==> config.mk <==
export PLATFORM = sky130hd
export DESIGN_NAME = bright_pixel_centroid
export DESIGN_NICKNAME = d
export VERILOG_FILES = /design/src/hw/rtl/bpc_pkg.sv /design/src/hw/rtl/bpc_div.sv /design/src/hw/rtl/bpc_ctrl.sv /design/src/hw/rtl/bpc_datapath.sv /design/src/hw/rtl/bright_pixel_centroid.sv
export SDC_FILE = /design/constraint.sdc
export NUM_CORES = 1
export LEC_CHECK = 0
export ABC_AREA = 1
export CORE_AREA = 3 3 249 251
export CTS_CLUSTER_DIAMETER = 150
export DETAILED_ROUTE_END_ITERATION = 8
export DIE_AREA = 0 0 252 254
export DONT_BUFFER_PORTS = 1
export PLACE_DENSITY_LB_ADDON = 0.08
export SYNTH_ARGS = -nofsm -noshare
export SYNTH_HDL_FRONTEND = slang
export SYNTH_SLANG_ARGS = --single-unit
export TNS_END_PERCENT = 100
==> constraint.sdc <==
create_clock -name i_clk -period 4.2 [get_ports i_clk]
set_input_delay 0.84 -clock i_clk [delete_from_list [all_inputs] [get_ports i_clk]]
set_output_delay 0.84 -clock i_clk [all_outputs]
set_load 0.02 [all_outputs]
==> src/hw/rtl/bpc_pkg.sv <==
`default_nettype none

package bpc_pkg;

    localparam int MAX_WIDTH  = 2048;
    localparam int MAX_HEIGHT = 2048;

    localparam int COL_W  = $clog2(MAX_WIDTH);
    localparam int ROW_W  = $clog2(MAX_HEIGHT);
    localparam int CNT_W  = $clog2(MAX_WIDTH * MAX_HEIGHT) + 1;
    localparam int QUO_W  = (COL_W > ROW_W) ? COL_W : ROW_W;
    localparam int SUM_W  = QUO_W + CNT_W - 1;
    localparam int STEP_W = $clog2(QUO_W);

    localparam int THR_W      = 8;
    localparam int SIZE_W     = 12;
    localparam int EFF_W      = QUO_W + 1;
    localparam int CFG_IDX_W  = 2;
    localparam int CFG_DATA_W = 12;

    localparam int CH_W       = 8;
    localparam int IN_DATA_W  = 3 * CH_W;
    localparam int OUT_PAY_W  = COL_W + ROW_W + CNT_W;
    localparam int OUT_DATA_W = ((OUT_PAY_W + 7) / 8) * 8;
    localparam int OUT_CY_LSB  = COL_W;
    localparam int OUT_CNT_LSB = COL_W + ROW_W;

    typedef enum logic [CFG_IDX_W-1:0] {
        CFG_THRESHOLD = 2'd0,
        CFG_WIDTH     = 2'd1,
        CFG_HEIGHT    = 2'd2
    } t_cfg_idx;

    // controller -> datapath
    typedef struct packed {
        logic in_ready;
        logic div_step;
        logic load_out;
    } t_cmd;

    // datapath -> controller
    typedef struct packed {
        logic frame_done;
        logic out_busy;
    } t_stat;

endpackage

`default_nettype wire

==> src/hw/rtl/bpc_div.sv <==
`default_nettype none

// Restoring shift-subtract divider, one quotient bit per step.
// The quotient must fit in QUO_W bits (true for a mean position).
module bpc_div (
    input  wire logic                        i_clk,
    input  wire logic                        i_load,
    input  wire logic                        i_step,
    input  wire logic [bpc_pkg::SUM_W-1:0]   i_dividend,
    input  wire logic [bpc_pkg::CNT_W-1:0]   i_divisor,
    output logic      [bpc_pkg::QUO_W-1:0]   o_quotient
);
    import bpc_pkg::*;

    logic [SUM_W-1:0] r_rem;
    logic [SUM_W-1:0] r_den;
    logic [QUO_W-1:0] r_quo;
    logic             fits;

    assign fits = (r_rem >= r_den);

    always_ff @(posedge i_clk) begin
        if (i_load) begin
            r_rem <= i_dividend;
            r_den <= {i_divisor, {(QUO_W-1){1'b0}}};
            r_quo <= '0;
        end else if (i_step) begin
            if (fits) begin
                r_rem <= r_rem - r_den;
            end
            r_quo <= {r_quo[QUO_W-2:0], fits};
            r_den <= r_den >> 1;
        end
    end

    assign o_quotient = r_quo;

endmodule

`default_nettype wire

==> src/hw/rtl/bpc_ctrl.sv <==
`default_nettype none

module bpc_ctrl (
    input  wire logic           i_clk,
    input  wire logic           i_rst_n,
    input  wire bpc_pkg::t_stat i_stat,
    output bpc_pkg::t_cmd       o_cmd
);
    import bpc_pkg::*;

    typedef enum logic [1:0] {
        ST_ACCUM,
        ST_DIV,
        ST_LOAD
    } t_state;

    t_state            r_state;
    logic [STEP_W-1:0] r_step;

    always_ff @(posedge i_clk) begin
        if (!i_rst_n) begin
            r_state <= ST_ACCUM;
            r_step  <= '0;
        end else begin
            unique case (r_state)
                ST_ACCUM: begin
                    r_step <= '0;
                    if (i_stat.frame_done) begin
                        r_state <= ST_DIV;
                    end
                end
                ST_DIV: begin
                    r_step <= r_step + 1'b1;
                    if (r_step == STEP_W'(QUO_W - 1)) begin
                        r_state <= ST_LOAD;
                    end
                end
                ST_LOAD: begin
                    if (!i_stat.out_busy) begin
                        r_state <= ST_ACCUM;
                    end
                end
                default: r_state <= ST_ACCUM;
            endcase
        end
    end

    assign o_cmd.in_ready = (r_state == ST_ACCUM);
    assign o_cmd.div_step = (r_state == ST_DIV);
    assign o_cmd.load_out = (r_state == ST_LOAD) && !i_stat.out_busy;

endmodule

`default_nettype wire

==> src/hw/rtl/bpc_datapath.sv <==
`default_nettype none

module bpc_datapath (
    input  wire logic                             i_clk,
    input  wire logic                             i_rst_n,
    input  wire logic                             i_cfg_we,
    input  wire logic [bpc_pkg::CFG_IDX_W-1:0]    i_cfg_idx,
    input  wire logic [bpc_pkg::CFG_DATA_W-1:0]   i_cfg_wdata,
    input  wire logic                             i_pix_valid,
    input  wire logic [bpc_pkg::CH_W-1:0]         i_red,
    input  wire logic [bpc_pkg::CH_W-1:0]         i_green,
    input  wire logic [bpc_pkg::CH_W-1:0]         i_blue,
    input  wire logic                             i_res_ready,
    output logic                                  o_res_valid,
    output logic      [bpc_pkg::COL_W-1:0]        o_centroid_x,
    output logic      [bpc_pkg::ROW_W-1:0]        o_centroid_y,
    output logic                                  o_found,
    output logic      [bpc_pkg::CNT_W-1:0]        o_bright_count,
    input  wire bpc_pkg::t_cmd                    i_cmd,
    output bpc_pkg::t_stat                        o_stat
);
    import bpc_pkg::*;

    // configuration
    logic [THR_W-1:0]  r_thr;
    logic [SIZE_W-1:0] r_fw;
    logic [SIZE_W-1:0] r_fh;

    always_ff @(posedge i_clk) begin
        if (!i_rst_n) begin
            r_thr <= THR_W'(240);
            r_fw  <= SIZE_W'(640);
            r_fh  <= SIZE_W'(480);
        end else if (i_cfg_we) begin
            unique case (t_cfg_idx'(i_cfg_idx))
                CFG_THRESHOLD: r_thr <= i_cfg_wdata[THR_W-1:0];
                CFG_WIDTH:     r_fw  <= i_cfg_wdata[SIZE_W-1:0];
                CFG_HEIGHT:    r_fh  <= i_cfg_wdata[SIZE_W-1:0];
                default:       ;
            endcase
        end
    end

    // effective frame size: zero acts as one, oversize clamps
    logic [EFF_W-1:0] w_eff;
    logic [EFF_W-1:0] h_eff;

    always_comb begin
        if (r_fw == '0) begin
            w_eff = EFF_W'(1);
        end else if ({1'b0, r_fw} > (SIZE_W+1)'(MAX_WIDTH)) begin
            w_eff = EFF_W'(MAX_WIDTH);
        end else begin
            w_eff = EFF_W'(r_fw);
        end
        if (r_fh == '0) begin
            h_eff = EFF_W'(1);
        end else if ({1'b0, r_fh} > (SIZE_W+1)'(MAX_HEIGHT)) begin
            h_eff = EFF_W'(MAX_HEIGHT);
        end else begin
            h_eff = EFF_W'(r_fh);
        end
    end

    // position, accumulators
    logic [COL_W-1:0] r_col;
    logic [ROW_W-1:0] r_row;
    logic [SUM_W-1:0] r_col_sum;
    logic [SUM_W-1:0] r_row_sum;
    logic [CNT_W-1:0] r_cnt;
    logic [SUM_W-1:0] n_col_sum;
    logic [SUM_W-1:0] n_row_sum;
    logic [CNT_W-1:0] n_cnt;
    logic             accept;
    logic             bright;
    logic             row_end;
    logic             frame_end;

    assign accept = i_pix_valid && i_cmd.in_ready;
    assign bright = (i_red >= r_thr) && (i_green >= r_thr) && (i_blue >= r_thr);

    assign row_end   = (EFF_W'(r_col) + EFF_W'(1)) >= w_eff;
    assign frame_end = row_end && ((EFF_W'(r_row) + EFF_W'(1)) >= h_eff);

    assign n_col_sum = bright ? r_col_sum + SUM_W'(r_col) : r_col_sum;
    assign n_row_sum = bright ? r_row_sum + SUM_W'(r_row) : r_row_sum;
    assign n_cnt     = bright ? r_cnt + 1'b1 : r_cnt;

    always_ff @(posedge i_clk) begin
        if (!i_rst_n) begin
            r_col     <= '0;
            r_row     <= '0;
            r_col_sum <= '0;
            r_row_sum <= '0;
            r_cnt     <= '0;
        end else if (accept) begin
            if (!row_end) begin
                r_col <= r_col + 1'b1;
            end else begin
                r_col <= '0;
                r_row <= frame_end ? '0 : r_row + 1'b1;
            end
            if (frame_end) begin
                r_col_sum <= '0;
                r_row_sum <= '0;
                r_cnt     <= '0;
            end else begin
                r_col_sum <= n_col_sum;
                r_row_sum <= n_row_sum;
                r_cnt     <= n_cnt;
            end
        end
    end

    // frame snapshot and dividers
    logic             div_load;
    logic [CNT_W-1:0] r_snap_cnt;
    logic [QUO_W-1:0] quo_x;
    logic [QUO_W-1:0] quo_y;

    assign div_load = accept && frame_end;

    always_ff @(posedge i_clk) begin
        if (div_load) begin
            r_snap_cnt <= n_cnt;
        end
    end

    bpc_div u_div_x (
        .i_clk      (i_clk),
        .i_load     (div_load),
        .i_step     (i_cmd.div_step),
        .i_dividend (n_col_sum),
        .i_divisor  (n_cnt),
        .o_quotient (quo_x)
    );

    bpc_div u_div_y (
        .i_clk      (i_clk),
        .i_load     (div_load),
        .i_step     (i_cmd.div_step),
        .i_dividend (n_row_sum),
        .i_divisor  (n_cnt),
        .o_quotient (quo_y)
    );

    // result register; last centroid is kept for empty frames
    logic [COL_W-1:0] r_last_x;
    logic [ROW_W-1:0] r_last_y;
    logic             r_out_valid;
    logic [COL_W-1:0] r_out_x;
    logic [ROW_W-1:0] r_out_y;
    logic             r_out_found;
    logic [CNT_W-1:0] r_out_cnt;
    logic             snap_found;

    assign snap_found = (r_snap_cnt != '0);

    always_ff @(posedge i_clk) begin
        if (!i_rst_n) begin
            r_last_x    <= '0;
            r_last_y    <= '0;
            r_out_valid <= 1'b0;
        end else begin
            if (i_cmd.load_out) begin
                r_out_valid <= 1'b1;
                if (snap_found) begin
                    r_last_x <= quo_x[COL_W-1:0];
                    r_last_y <= quo_y[ROW_W-1:0];
                end
            end else if (i_res_ready) begin
                r_out_valid <= 1'b0;
            end
        end
    end

    always_ff @(posedge i_clk) begin
        if (i_cmd.load_out) begin
            r_out_x     <= snap_found ? quo_x[COL_W-1:0] : r_last_x;
            r_out_y     <= snap_found ? quo_y[ROW_W-1:0] : r_last_y;
            r_out_found <= snap_found;
            r_out_cnt   <= r_snap_cnt;
        end
    end

    assign o_res_valid    = r_out_valid;
    assign o_centroid_x   = r_out_x;
    assign o_centroid_y   = r_out_y;
    assign o_found        = r_out_found;
    assign o_bright_count = r_out_cnt;

    assign o_stat.frame_done = div_load;
    assign o_stat.out_busy   = r_out_valid && !i_res_ready;

endmodule

`default_nettype wire

==> src/hw/rtl/bright_pixel_centroid.sv <==
// Bright-pixel centroid of a raster-order RGB pixel stream.
//
// Slave stream: one pixel per transfer, red/green/blue in s_axis_tdata.
// Column and row counters place each pixel inside a frame of
// frame_width x frame_height (zero acts as one, sizes clamp at 2048).
// A pixel is bright when all three channels reach bright_threshold.
// Master stream: one transfer per frame, sent after the frame's last
// pixel: truncated mean column and row of the bright pixels (previous
// centroid when none), bright pixel count in tdata, found flag in tuser.
// Throughput: one pixel per cycle inside a frame. After the last pixel
// of a frame, s_axis_tready drops while two shift-subtract dividers
// produce one quotient bit per cycle (11 steps) and the result register
// is loaded; m_axis_tvalid rises with that load.
// The result register sits between the sides: pixels of the next frame
// are taken while it waits. If the previous result is still untaken when
// the next one is ready, input stays stalled until the receiver drains it.
// Reset (i_rst_n low, synchronous) restores the register defaults
// (threshold 240, 640 x 480), clears counters, sums and the last centroid,
// and drops m_axis_tvalid. Write config only while the block is idle.
`default_nettype none

module bright_pixel_centroid (
    input  wire logic                              i_clk,
    input  wire logic                              i_rst_n,
    // configuration write port
    input  wire logic                              i_cfg_we,
    input  wire logic [bpc_pkg::CFG_IDX_W-1:0]     i_cfg_idx,
    input  wire logic [bpc_pkg::CFG_DATA_W-1:0]    i_cfg_wdata,
    // pixel stream
    input  wire logic                              s_axis_tvalid,
    output logic                                   s_axis_tready,
    // [7:0] red, [15:8] green, [23:16] blue
    input  wire logic [bpc_pkg::IN_DATA_W-1:0]     s_axis_tdata,
    // result stream
    output logic                                   m_axis_tvalid,
    input  wire logic                              m_axis_tready,
    // [10:0] centroid_x, [21:11] centroid_y, [44:22] bright_count, zero pad
    output logic      [bpc_pkg::OUT_DATA_W-1:0]    m_axis_tdata,
    // [0] found
    output logic                                   m_axis_tuser
);
    import bpc_pkg::*;

    t_cmd             cmd;
    t_stat            stat;
    logic [COL_W-1:0] cx;
    logic [ROW_W-1:0] cy;
    logic [CNT_W-1:0] cnt;

    bpc_ctrl u_ctrl (
        .i_clk   (i_clk),
        .i_rst_n (i_rst_n),
        .i_stat  (stat),
        .o_cmd   (cmd)
    );

    bpc_datapath u_dp (
        .i_clk          (i_clk),
        .i_rst_n        (i_rst_n),
        .i_cfg_we       (i_cfg_we),
        .i_cfg_idx      (i_cfg_idx),
        .i_cfg_wdata    (i_cfg_wdata),
        .i_pix_valid    (s_axis_tvalid),
        .i_red          (s_axis_tdata[CH_W-1:0]),
        .i_green        (s_axis_tdata[2*CH_W-1:CH_W]),
        .i_blue         (s_axis_tdata[3*CH_W-1:2*CH_W]),
        .i_res_ready    (m_axis_tready),
        .o_res_valid    (m_axis_tvalid),
        .o_centroid_x   (cx),
        .o_centroid_y   (cy),
        .o_found        (m_axis_tuser),
        .o_bright_count (cnt),
        .i_cmd          (cmd),
        .o_stat         (stat)
    );

    assign s_axis_tready = cmd.in_ready;
    assign m_axis_tdata  = {{(OUT_DATA_W-OUT_PAY_W){1'b0}}, cnt, cy, cx};

endmodule

`default_nettype wire

Word level (Yosys, flattened, before mapping) --
Index checks and enable logic that the tools add are counted.
Word-level totals: flip-flop bits (word level) 395, output and inout port bits 51, input port bits 43
Cells by class: reduce and logical (&&, ||, !) cells 26, magnitude comparators 9, add/sub/neg operators 10, equal/unequal tests 8, mux-type cells 31
Operators by type and width (number):
- 33-bit 2-to-1 mux | 14
- 33-bit by 11-bit adder with 33-bit output | 2
- 33-bit >= comparator | 2
- 33-bit subtractor | 2
- 12-bit 2-to-1 mux | 4
- 23-bit 2-to-1 mux | 2
- 11-bit 2-to-1 mux | 4
- 11-bit by 1-bit adder with 12-bit output, second input constant | 2
- 12-bit >= comparator | 2
- 8-bit >= comparator | 3
- 12-bit greater-than comparator, second input constant | 2
- 12-bit zero test | 2
- 23-bit by 1-bit adder with 23-bit output, second input constant | 1
- 23-bit nonzero test | 1
- 11-bit by 1-bit adder with 11-bit output, second input constant | 2
- 2-bit AND reduction | 6
- 2-bit nonzero test | 5
- 4-bit one-hot mux with 2 select lines | 1
- 1-bit logical AND | 7
- 2-bit 2-to-1 mux | 3
- 2-bit one-hot mux with 3 select lines | 1
- 4-bit by 1-bit adder with 4-bit output, second input constant | 1
- 2-bit by 1-bit == test with 1-bit output, second input constant | 2
- 2-bit == test, second input constant | 2
- other kinds (7) | 11

Longest topological paths before layout --
Gate-level depths: netlist of run 1.
depth after elaboration 8, mapped depth 20, depth with buffers taken out 18

By module --
A second synthesis of run 1 with hierarchy kept.
Unflattened totals: cells, all modules 4013, area, all modules 26709.4 µm²
By module, submodules not included:
- bpc_datapath | instances 1, area each 14971.9 µm², cells each 2259
- bpc_div at u_dp.u_div_x | instances 1, area each 5714.2 µm², cells each 854
- bpc_div at u_dp.u_div_y | instances 1, area each 5683.0 µm², cells each 854
- bpc_ctrl | instances 1, area each 314.1 µm², cells each 42
- bright_pixel_centroid | instances 1, area each 26.3 µm², cells each 4

Least setup slack after synthesis of run 1 --
OpenSTA, ideal clock, no wires.
path type register -> register, start point reg u_dp.r_col[1], end point reg u_dp.u_div_x.r_rem[0], enable pin, data required time 3.810 ns, path buffers 2, setup time 0.390 ns, stages on the path, launching flop included 17, data arrival time 3.194 ns, slack 0.616 ns, cell sequence dfxtp_1 > ha_1 > nand2_1 > nor3_1 > nand3_1 > xor2_1 > ha_1 > nand2_1 > nor2_2 > nand3_1 > nand3_1 > nand2_2 > nor2_4 > buf_6 > inv_6 > buf_6 > nand2_1
On the way: word-level cells in the longest chain between the ends 6
RTL lines:
- from (decl) | line bpc_datapath.sv:66 | logic [COL_W-1:0] r_col;
- from (signal assigned) | line bpc_datapath.sv:98 | r_col <= r_col + 1'b1;
- 11-bit by 1-bit adder with 12-bit output * | line bpc_datapath.sv:82 | assign row_end = (EFF_W'(r_col) + EFF_W'(1)) >= w_eff;
- 12-bit >= comparator * | line bpc_datapath.sv:82
- 1-bit logical AND * | line bpc_datapath.sv:83 | assign frame_end = row_end && ((EFF_W'(r_row) + EFF_W'(1)) >= h_eff);
- 1-bit logical AND * | line bpc_datapath.sv:121 | assign div_load = accept && frame_end;
- 2-bit nonzero test (no source line)
- 2-bit AND reduction (no source line) *
- to (signal assigned) | line bpc_div.sv:24 | r_rem <= i_dividend;
- to (signal assigned) | line bpc_div.sv:29 | r_rem <= r_rem - r_den;
- to (decl) | line bpc_div.sv:15 | logic [SUM_W-1:0] r_rem;
Every way passes the cells marked *; elsewhere a longest branch is shown, timed or not. A chain may end at the register's enable or synchronous reset.

Worst setup path after layout of run 1 --
start point reg u_dp.r_col[1], end point reg u_dp.u_div_y.r_rem[15] (data pin)
On the way: word-level cells in the longest chain between the ends 5
RTL lines:
- 11-bit by 1-bit adder with 12-bit output | line bpc_datapath.sv:82
- 12-bit >= comparator | line bpc_datapath.sv:82
- 1-bit logical AND | line bpc_datapath.sv:83
- 1-bit logical AND | line bpc_datapath.sv:121
- 33-bit 2-to-1 mux | line bpc_div.sv:23 | if (i_load) begin
- to (signal assigned) | line bpc_div.sv:24
- to (signal assigned) | line bpc_div.sv:29
- to (decl) | line bpc_div.sv:15
No other way between the ends.

==> results.md, run 1 <==
* Result of the run: finished clean
* Library cell with the largest summed area after synthesis: sky130_fd_sc_hd__edfxtp_1
* Critical Path RT at 4.51 ns
* Wire length on met1 at 33400 µm
* Number of failing setup endpoints in the final timing report at 0
* Number of distinct library cells after synthesis at 52
* Proportion of layout cells with a drive suffix above 1 at 4.36%
* Worst-path fanout max at between 50 and 60
* Initial drt markers at slightly below 2000
* Uppermost signal routing layer after detailed routing: met4
* Fin worst setup slack at 0.494 ns
* Die Footprint at around 0.064 mm²
* Number of antenna repair diodes at 0
* Cts bufs inserted at 44
* Critical Path AT at about 4.0 ns
* Clock tree sinks at ~360
* Minimum period implied by the final worst setup slack at 3.71 ns
* Number of buffers added for setup after CTS at 0
* Number of global-route vias before repair at 21170
* Syn Area/Cell at 6.97 µm²
* Final worst path period share at 88.2%
* Actual transition at the worst max-transition pin at 0.938 ns
* Wire length per cell after detailed routing at about 18 µm
* Length of routed met3 wiring at between 3000 and 4000 µm
* Total met2 wirelength after detailed routing at between 30000 and 40000 µm
* Largest net degree at the start of global routing at 90
* Post-synthesis cell area at 0.0240 mm²
* Setup crit end kind: flip-flop
* Placer congestion estimate at approximately 0.94
* Effective utilization at floorplan at about two fifths
* Post-synth top area share at 19.8%
* Overall routed net length at 74100 µm
* Switching power total at 2080 µW
* Overflow left after global routing at 0
* Rows at 90
* DR DRC count at 0
* Peak supply drop at 0.000293 V
* Number of cells produced by synthesis at 3438
* Fraction of power spent switching nets at roughly a quarter
* Dpl ws at just under 0.5 ns
* Clk network pwr share at between 40% and 50%
* Via/cell ratio at 5.32
* Antenna-violating nets left at 0
* Number of enable-type register cells in the synthesized netlist at between 150 and 200
* Top cells by area, synth: sky130_fd_sc_hd__edfxtp_1 (20%), sky130_fd_sc_hd__dfxtp_1 (17%), sky130_fd_sc_hd__nand2_1 (17%), sky130_fd_sc_hd__ha_1 (7.4%), sky130_fd_sc_hd__nand3_1 (6.6%)
* Yosys synthesis warning count at 0
* Clock H-tree levels at 2
* Most used flip-flop cell after synthesis: sky130_fd_sc_hd__dfxtp_1
* IO Port Bufs at 0
* Number of pins exceeding their max-slew limit in the final report at 0
* Share of total power in sequential cells at roughly 46%
* Global-route wire length before repair at 116000 µm
* CTS tree: built
* Net count reported at finish at between 3000 and 4000
* Longest Clk Path Bufs at 3
* Critical path class: reg2reg
* Die Width at around 250 µm
* DR pass1 iterations at 5
* Pwr Density at ~320 mW/mm²
* Max capacitance violation total at 0
* Maximum clock frequency at 270 MHz
* Initial antenna violation count at 1
* Setup crit start kind: flip-flop
* HPWL after detailed placement at roughly 56000 µm
* Clock transition time at the flip-flop clock pins of the worst setup and hold paths at 0.06 ns
* Number of I/O pins at between 90 and 100
* Number of hold violations in the final report at 0
* Hold buffer count at CTS at 0
* Worst min path class: in2reg
* Layout-stage area growth over the synthesis result at 9.22%
* Count of cells resized by post-cts repair at 0
* Overall via count from detail_route at approximately 22000
* Core area at between 0.06 and 0.07 mm²
* Setup repair after global routing missed its margin: no
* Setup TNS at 0 ns
* Total of flip-flops plus latches after synthesis at 362
* Portion of total power attributed to combinational logic at 8.9%
* Worst clock skew at roughly 0.015 ns
* Worst slew margin relative to its limit at a little under two fifths
* Insertion delay to the later sink of the worst-skew pair at about 0.58 ns
* Height of the die at about 250 µm
* Sequential cell area fraction in the yosys report at a little under two fifths
* Clk root buf: sky130_fd_sc_hd__clkbuf_16
* Post-synth ARST share at 0%
* All-layer global routing usage at a little under a quarter
* Static Leakage at 0.0113 µW
* Power Internal at about 6200 µW
## cells by family (layout without fill, tap and decap cells)
kind of cell               after synthesis  after routing  share of synthesized area, %
buffers and inverters                  511            512                          8.60
xor gates and xnor gates                80             80                          2.92
adders and majority gates              145            145                          7.70
AOI/OAI and AO/OA                      524            524                          11.8
DFF                                    362            362                          36.8
other                                    1              3                        0.0156
and+or+nand+nor                       1815           1815                          32.1
## layout by cell type (no fill, tap or decap), types with 4 or more instances in the layout
master                      synthesis  routed
sky130_fd_sc_hd__nand2_1         1065    1063
sky130_fd_sc_hd__inv_1            400     399
sky130_fd_sc_hd__nand3_1          316     316
sky130_fd_sc_hd__a21oi_1          262     262
sky130_fd_sc_hd__nor2_1           258     258
sky130_fd_sc_hd__dfxtp_1          204     204
sky130_fd_sc_hd__edfxtp_1         158     158
sky130_fd_sc_hd__o21ai_0          157     157
sky130_fd_sc_hd__ha_1             141     141
sky130_fd_sc_hd__xnor2_1           53      53
sky130_fd_sc_hd__nand4_1           49      49
sky130_fd_sc_hd__clkbuf_16          0      45
sky130_fd_sc_hd__o211ai_1          39      39
sky130_fd_sc_hd__nor3_1            35      35
sky130_fd_sc_hd__xor2_1            27      27
sky130_fd_sc_hd__o21ai_1           26      26
sky130_fd_sc_hd__nand3b_1          22      22
sky130_fd_sc_hd__or2_2             16      16
sky130_fd_sc_hd__buf_4             10      15
sky130_fd_sc_hd__nor4_1            13      13
sky130_fd_sc_hd__clkbuf_1          52      13
sky130_fd_sc_hd__buf_12             1      10
sky130_fd_sc_hd__o21bai_1           8       8
sky130_fd_sc_hd__o21a_1             8       8
sky130_fd_sc_hd__clkinv_2           0       8
sky130_fd_sc_hd__and2_1             7       7
sky130_fd_sc_hd__nand2_2            7       7
sky130_fd_sc_hd__nand3_2            8       7
sky130_fd_sc_hd__a21o_1             6       6
sky130_fd_sc_hd__o21ai_2            6       6
sky130_fd_sc_hd__clkbuf_8           0       5
sky130_fd_sc_hd__inv_2              4       4
sky130_fd_sc_hd__nor2_2             5       4
sky130_fd_sc_hd__fa_1               4       4
## sequential cells by signal, summed over array words and instances, names as in the netlist, 12 cells and up
name	count
u_dp.u_div_y.r_den	33
u_dp.r_fw	12
u_dp.u_div_x.r_rem	33
u_dp.r_fh	12
u_dp.u_div_y.r_rem	33
u_dp.r_cnt	23
u_dp.r_snap_cnt	23
u_dp.o_bright_count	23
u_dp.r_col_sum	33
u_dp.r_row_sum	33
## per-stage QoR
step | total power, µW | instance area (µm²) | utilization [%] | hold WS (ns) | cells
global placement | 4620 | 24800 | 41.2 | 0.435 | 4143
CTS | 8420 | 26200 | 43.5 | 0.326 | 4223
detailed placement | 4630 | 24800 | 41.2 | 0.439 | 4143
floorplan | 4440 | 24000 | - | 0.427 | 3440
global route | 8660 | 26200 | 43.5 | 0.337 | 4223
finish | 8290 | 26200 | 43.5 | 0.352 | 4223
## critical path: stages (launching register included)
cell                      delay, ns
sky130_fd_sc_hd__dfxtp_1       0.42
sky130_fd_sc_hd__ha_1          0.22
sky130_fd_sc_hd__nand2_1       0.08
sky130_fd_sc_hd__nor3_1        0.45
sky130_fd_sc_hd__nand3_1       0.16
sky130_fd_sc_hd__xor2_1        0.19
sky130_fd_sc_hd__ha_1          0.29
sky130_fd_sc_hd__nand2_1       0.08
sky130_fd_sc_hd__nor2_2        0.15
sky130_fd_sc_hd__nand3_1       0.11
sky130_fd_sc_hd__nand3_1       0.17
sky130_fd_sc_hd__nand2_2       0.19
sky130_fd_sc_hd__nor2_4        0.21
sky130_fd_sc_hd__buf_12        0.28
sky130_fd_sc_hd__buf_12        0.29
sky130_fd_sc_hd__o21ai_0       0.13
## final timing paths
kind                            slack (ns)  depth (start not counted)                 from                       to
worst max-delay path                  0.49                         15        u_dp.r_col[1]   u_dp.u_div_y.r_rem[15]
worst min-delay path                  0.35                          1              i_rst_n             u_dp.r_fh[6]
worst max register to register        0.49                         15        u_dp.r_col[1]   u_dp.u_div_y.r_rem[15]
worst min register to register        0.45                          0  u_dp.r_snap_cnt[18]  u_dp.o_bright_count[18]
## routing by layer
| layer | vias to the layer above | GRT usage, % |
|---|---|---|
| li1 | 11295 | - |
| met1 | 10441 | 30.2 |
| met2 | 634 | 39.1 |
| met3 | 115 | 2.76 |
| met4 | 0 | 6.94 |
| met5 | - | 0 |
## area by class of cell
cell class | count | area [µm²]
clock inverters | 17 | 165
inverters | 407 | 1540
repair buffers | 25 | 313
flip-flops and latches | 362 | 8830
well taps | 782 | 978
fillers | 6244 | 34000
clock buffers | 63 | 1240
multi-input cells | 2567 | 13100
## power groups by stage
stage / logic (µW) / clock network (µW) / registers, µW
4_1_cts: 745 / 3860 / 3820
2_1_floorplan: 565 / 0 / 3870
6_report: 738 / 3740 / 3820
3_3_place_gp: 726 / 0 / 3890
3_5_place_dp: 739 / 0 / 3890
5_1_grt: 849 / 3990 / 3830
## cells in the mapped netlist, drive strengths merged (50+ instances only)
master	count
nand4	50
nand3	324
dfxtp	204
nor2	265
a21oi	263
ha	141
edfxtp	158
clkbuf	52
inv	405
buf	52
xnor2	53
o21ai	189
nand2	1072
Note: power is estimated with default switching activity, not from simulation.
==> run 2: changes to the inputs <==
PLACE_DENSITY = 0.6   (was unset)
PLACE_DENSITY_LB_ADDON = unset   (was 0.08)
==> run 2 against run 1 <==
Against the previous run:
- highest routed layer unchanged
- clock power shrank 1%
- first-iteration DRC count decreased by 7.4%
- critical path depth fell by 1
- die area unchanged
- register-to-register slack got worse by 0.03 ns
- flip-flop and latch count did not move
- hold slack gained 0.031 ns
- core utilization down 0.075 points
- final cell count decreased by 0.17%
- global-route usage shrank 1.4 points
- total power fell by 0.53%
==> results.md, run 2 (synthesized netlist as in run 1, its figures left out) <==
* Number of global-route vias before repair at 20476 (-3.3%)
* Number of I/O pins at 94 (unchanged)
* CTS tree: built
* Power Internal at 6130 µW (-1.4%)
* DR DRC count at 0 (unchanged)
* All-layer global routing usage at 21.4% (-1.4 points)
* Proportion of layout cells with a drive suffix above 1 at 4.16% (-0.19 points)
* Peak supply drop at 0.000295 V (+0.48%)
* Number of buffers added for setup after CTS at 0 (unchanged)
* Fin worst setup slack at 0.469 ns (-0.0253 ns)
* Critical Path RT at 4.50 ns (about the same)
* Dpl ws at 0.385 ns (-0.0988 ns)
* Most frequent cells in the layout: sky130_fd_sc_hd__nand2_1 (1063), sky130_fd_sc_hd__inv_1 (399), sky130_fd_sc_hd__nand3_1 (316)
* Setup crit end kind: flip-flop
* IO Port Bufs at 0 (unchanged)
* Die Footprint at 0.0640 mm² (unchanged)
* Antenna-violating nets left at 0 (unchanged)
* Setup TNS at 0 ns (unchanged)
* Initial drt markers at 1832 (-7.4%)
* Overflow left after global routing at 0 (unchanged)
* Critical Path AT at 4.03 ns (+0.02 ns)
* Number of pins exceeding their max-slew limit in the final report at 0 (unchanged)
* Largest net degree at the start of global routing at 142 (+58%)
* Rows at 90 (unchanged)
* Number of failing setup endpoints in the final timing report at 0 (unchanged)
* Max capacitance violation total at 0 (unchanged)
* Clock tree sinks at 362 (unchanged)
* Actual transition at the worst max-transition pin at 0.926 ns (-0.0117 ns)
* Clock H-tree levels at 2 (unchanged)
* DR pass1 iterations at 5 (unchanged)
* Static Leakage at 0.0113 µW (-0.21%)
* Effective utilization at floorplan at 39.9% (unchanged)
* Critical path class: reg2reg
* Net count reported at finish at 3589 (-0.17%)
* Number of antenna repair diodes at 0 (unchanged)
* Clock transition time at the flip-flop clock pins of the worst setup and hold paths at 0.06 ns (about the same)
* Layout-stage area growth over the synthesis result at 9.03%
* Clk network pwr share at 44.7% (-0.4 points)
* Longest Clk Path Bufs at 3 (unchanged)
* Most common cell after layout, fill and taps aside: sky130_fd_sc_hd__nand2_1
* Cts bufs inserted at 41 (-6.8%)
* Share of total power in sequential cells at 46.3% (+0.3 points)
* Initial antenna violation count at 0 (-1)
* Switching power total at 2120 µW (+2.1%)
* Number of hold violations in the final report at 0 (unchanged)
* Via/cell ratio at 5.22 (-1.9%)
* Fraction of power spent switching nets at 25.7% (+0.67 points)
* Clk root buf: sky130_fd_sc_hd__clkbuf_16
* HPWL after detailed placement at 52300 µm (-7.3%)
* Wire length per cell after detailed routing at 16.5 µm (-5.9%)
* Worst clock skew at 0.0226 ns (+0.00799 ns)
* Worst slew margin relative to its limit at 38.2% (+0.78 points)
* Minimum period implied by the final worst setup slack at 3.73 ns (+0.0253 ns)
* Global-route wire length before repair at 110000 µm (-4.6%)
* Placer congestion estimate at 0.920 (-2.4%)
* Final worst path period share at 88.8% (+0.60 points)
* Core area at 0.0601 mm² (unchanged)
* Number of stages on the worst hold path at 2 (+1)
* Die Width at 252 µm (unchanged)
* Filler Cell Count at 6285 (+0.66%)
* Portion of total power attributed to combinational logic at 9.0% (about the same)
* Overall via count from detail_route at 22014 (-2.1%)
* Setup crit start kind: flip-flop
* Pwr Density at 316 mW/mm² (-0.35%)
* Result of the run: finished clean
* Worst-path fanout max at 141 (+170%)
* Overall routed net length at 69600 µm (-6.0%)
* Maximum clock frequency at 268 MHz (-0.68%)
* Height of the die at 254 µm (unchanged)
* Setup repair after global routing missed its margin: no
* Insertion delay to the later sink of the worst-skew pair at 0.59 ns (about the same)
* Depth of the worst register-to-register path at 14 (-1)
* Worst min path class: in2reg
-- run 2: repair_timing --
action	in CTS	in global routing
setup endpoints to repair	0	2
resized for setup	0	1
hold buffers	0	0
-- run 2: final timing paths --
check / startpoint / to / slack [ns]
hold reg to reg: u_dp.r_snap_cnt[17] / u_dp.o_bright_count[17] / 0.45
setup reg to reg: u_dp.r_col[1] / u_dp.u_div_y.r_rem[11] / 0.47
hold / removal: i_cfg_wdata[9] / u_dp.r_fw[9] / 0.38
setup / recovery: u_dp.r_col[1] / u_dp.u_div_y.r_rem[11] / 0.47
-- run 2: worst max-delay path, cell delays in order, from the launching register on --
cell and delay, ns:
sky130_fd_sc_hd__dfxtp_1 0.42, sky130_fd_sc_hd__ha_1 0.22, sky130_fd_sc_hd__nand2_1 0.08, sky130_fd_sc_hd__nor3_1 0.40, sky130_fd_sc_hd__nand3_1 0.16, sky130_fd_sc_hd__xor2_1 0.19
sky130_fd_sc_hd__ha_1 0.28, sky130_fd_sc_hd__nand2_1 0.07, sky130_fd_sc_hd__o21ai_0 0.21, sky130_fd_sc_hd__a21oi_1 0.09, sky130_fd_sc_hd__nand3_1 0.12, sky130_fd_sc_hd__nand2_2 0.17
sky130_fd_sc_hd__nor2_4 0.25, sky130_fd_sc_hd__buf_12 0.51, sky130_fd_sc_hd__o21ai_0 0.19
-- run 2: final cells by class --
class                      count  area [µm²]  area share (%)
clock buffer                  61        1210            4.65
clock inverter                15         168           0.642
inverter                     407        1540            5.88
multi-input combinational   2567       13100            50.2
sequential                   362        8830            33.8
tap                          782         978            3.75
timing repair buffer          22         294            1.13
-- run 2: layer usage --
layer	global-route usage (%)	wire length (µm)	part of all wire [%]	vias to the layer above
li1	-	-	-	11294
met1	29.9	32800	47	10001
met2	34.5	30700	44	602
met3	3.08	4070	5.8	117
met4	6.66	2040	2.9	0
met5	0	0	0	-
-- run 2: metrics by stage --
stage,util [%],instances,cell area (µm²),hold WS [ns],power [µW]
5_1_grt,43.4,4216,26100,0.372,8570
6_report,43.4,4216,26100,0.384,8250
3_3_place_gp,41.1,4140,24700,0.439,4630
4_1_cts,43.4,4216,26100,0.355,8340
2_1_floorplan,-,3440,24000,0.427,4440
3_5_place_dp,41.1,4140,24700,0.435,4630
-- run 2: power groups by stage --
stage	combinational (µW)	clock (µW)	sequential (µW)
floorplan	565	0	3870
global placement	735	0	3890
detailed placement	740	0	3890
CTS	745	3780	3820
global route	849	3900	3820
finish	744	3690	3820
